**src/hdl/ffca_pkg.sv**
```systemverilog
package ffca_pkg;

	// Default sizes, handed to the top level parameters.
	localparam int FFCA_ADDR_BITS  = 32;
	localparam int FFCA_MAX_BLOCKS = 64;
	localparam int FFCA_MAX_SPANS  = 16;

	// Field widths follow from the 32-bit byte address and 16-byte units.
	localparam int UNIT_W = 28;
	localparam int CS_W   = 29;
	localparam int SPAN_W = 8;
	localparam int ALU_W  = 34;

	localparam logic [2:0] CMD_GROW   = 3'd0;
	localparam logic [2:0] CMD_ALLOC  = 3'd1;
	localparam logic [2:0] CMD_FREE   = 3'd2;
	localparam logic [2:0] CMD_SHRINK = 3'd3;
	localparam logic [2:0] CMD_CLEAR  = 3'd4;

	localparam logic [2:0] ST_OK        = 3'd0;
	localparam logic [2:0] ST_NO_FIT    = 3'd1;
	localparam logic [2:0] ST_NOT_LIVE  = 3'd2;
	localparam logic [2:0] ST_SPAN_FULL = 3'd3;
	localparam logic [2:0] ST_REFUSED   = 3'd4;
	localparam logic [2:0] ST_BAD       = 3'd5;
	localparam logic [2:0] ST_BLK_FULL  = 3'd6;

	typedef struct packed {
		logic [SPAN_W-1:0] span;
		logic [CS_W-1:0]   cs;
		logic [UNIT_W-1:0] unit;
	} blk_t;

	typedef struct packed {
		logic [ALU_W-1:0] sum;
		logic             lt;
		logic             eq;
	} alu_res_t;

	typedef enum logic [4:0] {
		S_IDLE, S_DISP,
		S_AF_RD, S_AF_CMP, S_AF_MN, S_AF_MP, S_AF_SUMN, S_AF_APPLY, S_AF_RET,
		S_RM_RD, S_RM_WR, S_INS_RD, S_INS_WR,
		S_AL_RD, S_AL_CMP, S_AL_SPLIT, S_AL_LIVE,
		S_FR_RD, S_FR_CMP, S_FR_MV_RD, S_FR_MV_WR,
		S_SH_RD, S_SH_C1, S_SH_C2, S_SF_RD, S_SF_C1, S_SF_C2,
		S_CL_NEXT, S_FIN
	} state_t;

	typedef enum logic [1:0] {RET_GROW, RET_FREE, RET_CLEAR} ret_t;

	typedef enum logic {RM_AF, RM_AL} rm_ret_t;

endpackage

```
**src/hdl/ffca_alu.sv**
```systemverilog
module ffca_alu import ffca_pkg::*; (
	input  logic [ALU_W-1:0] x,
	input  logic [ALU_W-1:0] y,
	input  logic [ALU_W-1:0] z,
	output alu_res_t         res
);

	logic [ALU_W-1:0] sum;

	// One adder followed by one magnitude and equality compare.
	assign sum     = x + y;
	assign res.sum = sum;
	assign res.lt  = sum < z;
	assign res.eq  = sum == z;

endmodule

```
**config.mk**
```make
export PLATFORM = sky130hd
export DESIGN_NAME = ffca_alu
export DESIGN_NICKNAME = d
export VERILOG_FILES = /design/src/hdl/ffca_pkg.sv /design/src/hdl/ffca_alu.sv
export SDC_FILE = /design/constraint.sdc
export NUM_CORES = 1
export LEC_CHECK = 0
export BUFFER_PORTS_ARGS = -buffer_cell sky130_fd_sc_hd__clkbuf_2
export CAP_MARGIN = 5
export CORE_MARGIN = 4
export CORE_UTILIZATION = 50
export DETAILED_ROUTE_END_ITERATION = 8
export PLACE_DENSITY_LB_ADDON = 0.1
export SYNTH_ARGS = -nofsm -noshare
export SYNTH_HDL_FRONTEND = slang
export SYNTH_SLANG_ARGS = --single-unit
```
**constraint.sdc**
```tcl
create_clock -name vclk -period 4.2
set_input_delay 0.42 -clock vclk [all_inputs]
set_output_delay 0.42 -clock vclk [all_outputs]
set_load 0.03 [all_outputs]
```
==> results.ini <==
[timing]
clock.fmax_mhz = 224
finalSetupTns_ns = -0.260
fin_crit_ns = 4.46
max_slew_margin = 0.711
timing.final.crit_share = 1.06
slew_violations = 0
rsz0062_at_grt = yes
setup_viol = 1
finalHoldViolCount = 0
worst_slack_ns = -0.260
worst_slew_pin_slew_ns = 0.429

[run_status]
violations = negative setup slack
status = complete, but fails checks

[grt]
gr-usage-met2 = 0.512
grt_pass1_vias = 3908
gr-total-overflow = 0
met3_usage = 0.0276
grt_max_degree = 9
grt_usage = 0.273
busiest_layer = met2
antenna_found_initial = 0
grt_pass1_wl_mm = 16.8
grtUsageMet1 = 0.322

[final_layout]
clkbuf_count = 0
regArea_um2 = 0
nets = 793
nFlopsAndLatches = 0
drive_gt1_frac = 0.406
diodes = 0
design_area_um2 = 4410
layout_commonest_cell = clkbuf_2
mostFrequentLayoutCells = clkbuf_2 (134), buf_4 (77), ha_1 (65)
synthToLayoutAreaGrowth_pct = 52.5

[pwr]
pwr-share-comb = 1.000
switchingPower_mw = 0.591
vdd_drop_max_v = 0.000138
swShare = 0.564
pwr-share-clk = 0
power.internal_mw = 0.456
p_total_mw = 1.05
powerDensity_nw_per_um2 = 238
seq_power_share = 0
leakage_nw = 2.47

[worst_hold_path]
hold_class = primary input to output pin
worstHoldStart = x[0]
whs_endpoint = res[2]
hold_path_depth = 3

[setup_path]
cp_slowest_cell = a211o_1
cp-start-kind = primary input
critical_path_class = primary input to output pin
crit_fanout = 3
arrival_ns = 4.04
worst_path_largest_cell_delay_ns = 0.34
crit_chain = clkbuf_2 -> ha_1 -> a211oi_2 -> o21bai_2 -> o2111ai_2 -> nand2b_1 -> a21oi_2 -> xnor2_1 -> ha_1 -> a21oi_1 -> nor2_1 -> a211oi_2 -> buf_4 -> o21ai_1 -> a211o_1 -> a211o_1 -> a221oi_4 -> clkbuf_8
endpoint_kind = output pin
critPathBufInv = 3
critical-path-top-delay-family = compound AO/OA/AOI/OAI gates
required_ns = 3.78

[die]
fp-row-count = 27
core_area_um2 = 5540
die_w_um = 84.0
start_util = 0.522
die-area_um2 = 7060
dieHeight_um = 84.0
ios = 138

[synth]
synth_cells = 417
yosys_warnings = 0
synth_area_leaders = ha_1 (29%), a21oi_1 (7.1%), inv_1 (6.0%)
synth_sequential_area_ratio = 0
yosys.area.top_type = ha_1
syn_area_um2 = 2890
yosysTopAreaCellShare = 0.290
synth.distinct_cells = 50
synth_nets = 587
synth.avg_cell_area_um2 = 6.93

[run]
cap_violations = 0

[route]
viasPerCell = 5.85
drt-initial-drc-count = 220
post-route-drc-count = 0
num_vias = 4055
firstDrtPassIters = 6
routedWlPerCell_um = 15.3
wirelength_mm = 10.6
ant_nets = 0

[place]
placed_area_um2 = 4220
place_congestion = 0.913
place_hpwl_mm = 8.80
io_buffers = 138

-- metrics by stage --
step / hold slack, ns / setup WS, ns / std cells / utilization
6_report: 1.22 / -0.260 / 693 / 0.795
3_5_place_dp: 1.25 / -0.438 / 687 / 0.762
5_1_grt: 1.23 / -0.458 / 693 / 0.795
4_1_cts: 1.25 / -0.168 / 688 / 0.777
3_3_place_gp: 1.25 / -0.364 / 687 / 0.762
2_1_floorplan: 1.00 / -0.228 / 417 / -
-- cell usage after synthesis, types with 4 or more instances --
master / number
a21oi_1: 41
a41o_1: 4
o21ai_1: 7
ha_1: 67
clkbuf_1: 5
nor2b_1: 5
a21o_1: 19
nand4_1: 15
nand2b_1: 5
xnor2_1: 17
nand2_1: 35
and3_1: 5
o21ai_0: 22
o21a_1: 4
a31oi_1: 6
a211oi_1: 9
nand3_1: 10
o211ai_1: 6
xor2_1: 12
nor2_1: 25
buf_2: 7
inv_1: 46
-- area by class of cell --
type,instances,area [µm²]
inverters,46,173
fillers,421,1130
well taps,72,90.1
repair buffers,216,1310
multi-input cells,359,2840
-- logic make-up after synthesis --
family | count (synthesis) | share of synthesized area
compound gates | 152 | 0.353
simple gates | 110 | 0.184
fa+ha+maj | 68 | 0.297
buf+inv | 58 | 0.0784
xor+xnor | 29 | 0.0879
-- how the worst max path moves through the flow --
stage | to | cells after the start | from | slack (ns)
3_3_place_gp | res[1] | 18 | y[1] | -0.36
3_5_place_dp | res[1] | 18 | y[4] | -0.44
6_report | res[1] | 18 | y[1] | -0.26
2_1_floorplan | res[1] | 16 | y[0] | -0.23
5_1_grt | res[1] | 17 | y[1] | -0.46
4_1_cts | res[1] | 18 | y[0] | -0.17
-- per-layer routing --
metal / part of all wire / vias to the layer above
met3: 0.075 / 43
met4: 0.036 / 0
met2: 0.50 / 205
met5: 0 / -
met1: 0.39 / 1856
li1: - / 1951
-- repair_timing --
action	4_1_cts	5_1_grt
pin swaps	7	18
cloned	0	0
buffers inserted	1	5
gates resized for setup	14	21
endpoints found under the setup margin	2	2
hold buffers	0	0
-- power groups by stage --
stage               clock network (mW)  logic (mW)  registers, mW
global route                         0        1.14              0
detailed placement                   0       0.976              0
global placement                     0       0.956              0
finish                               0        1.05              0
CTS                                  0        1.01              0
floorplan                            0       0.609              0
Note: power is estimated with default switching activity, not from simulation.
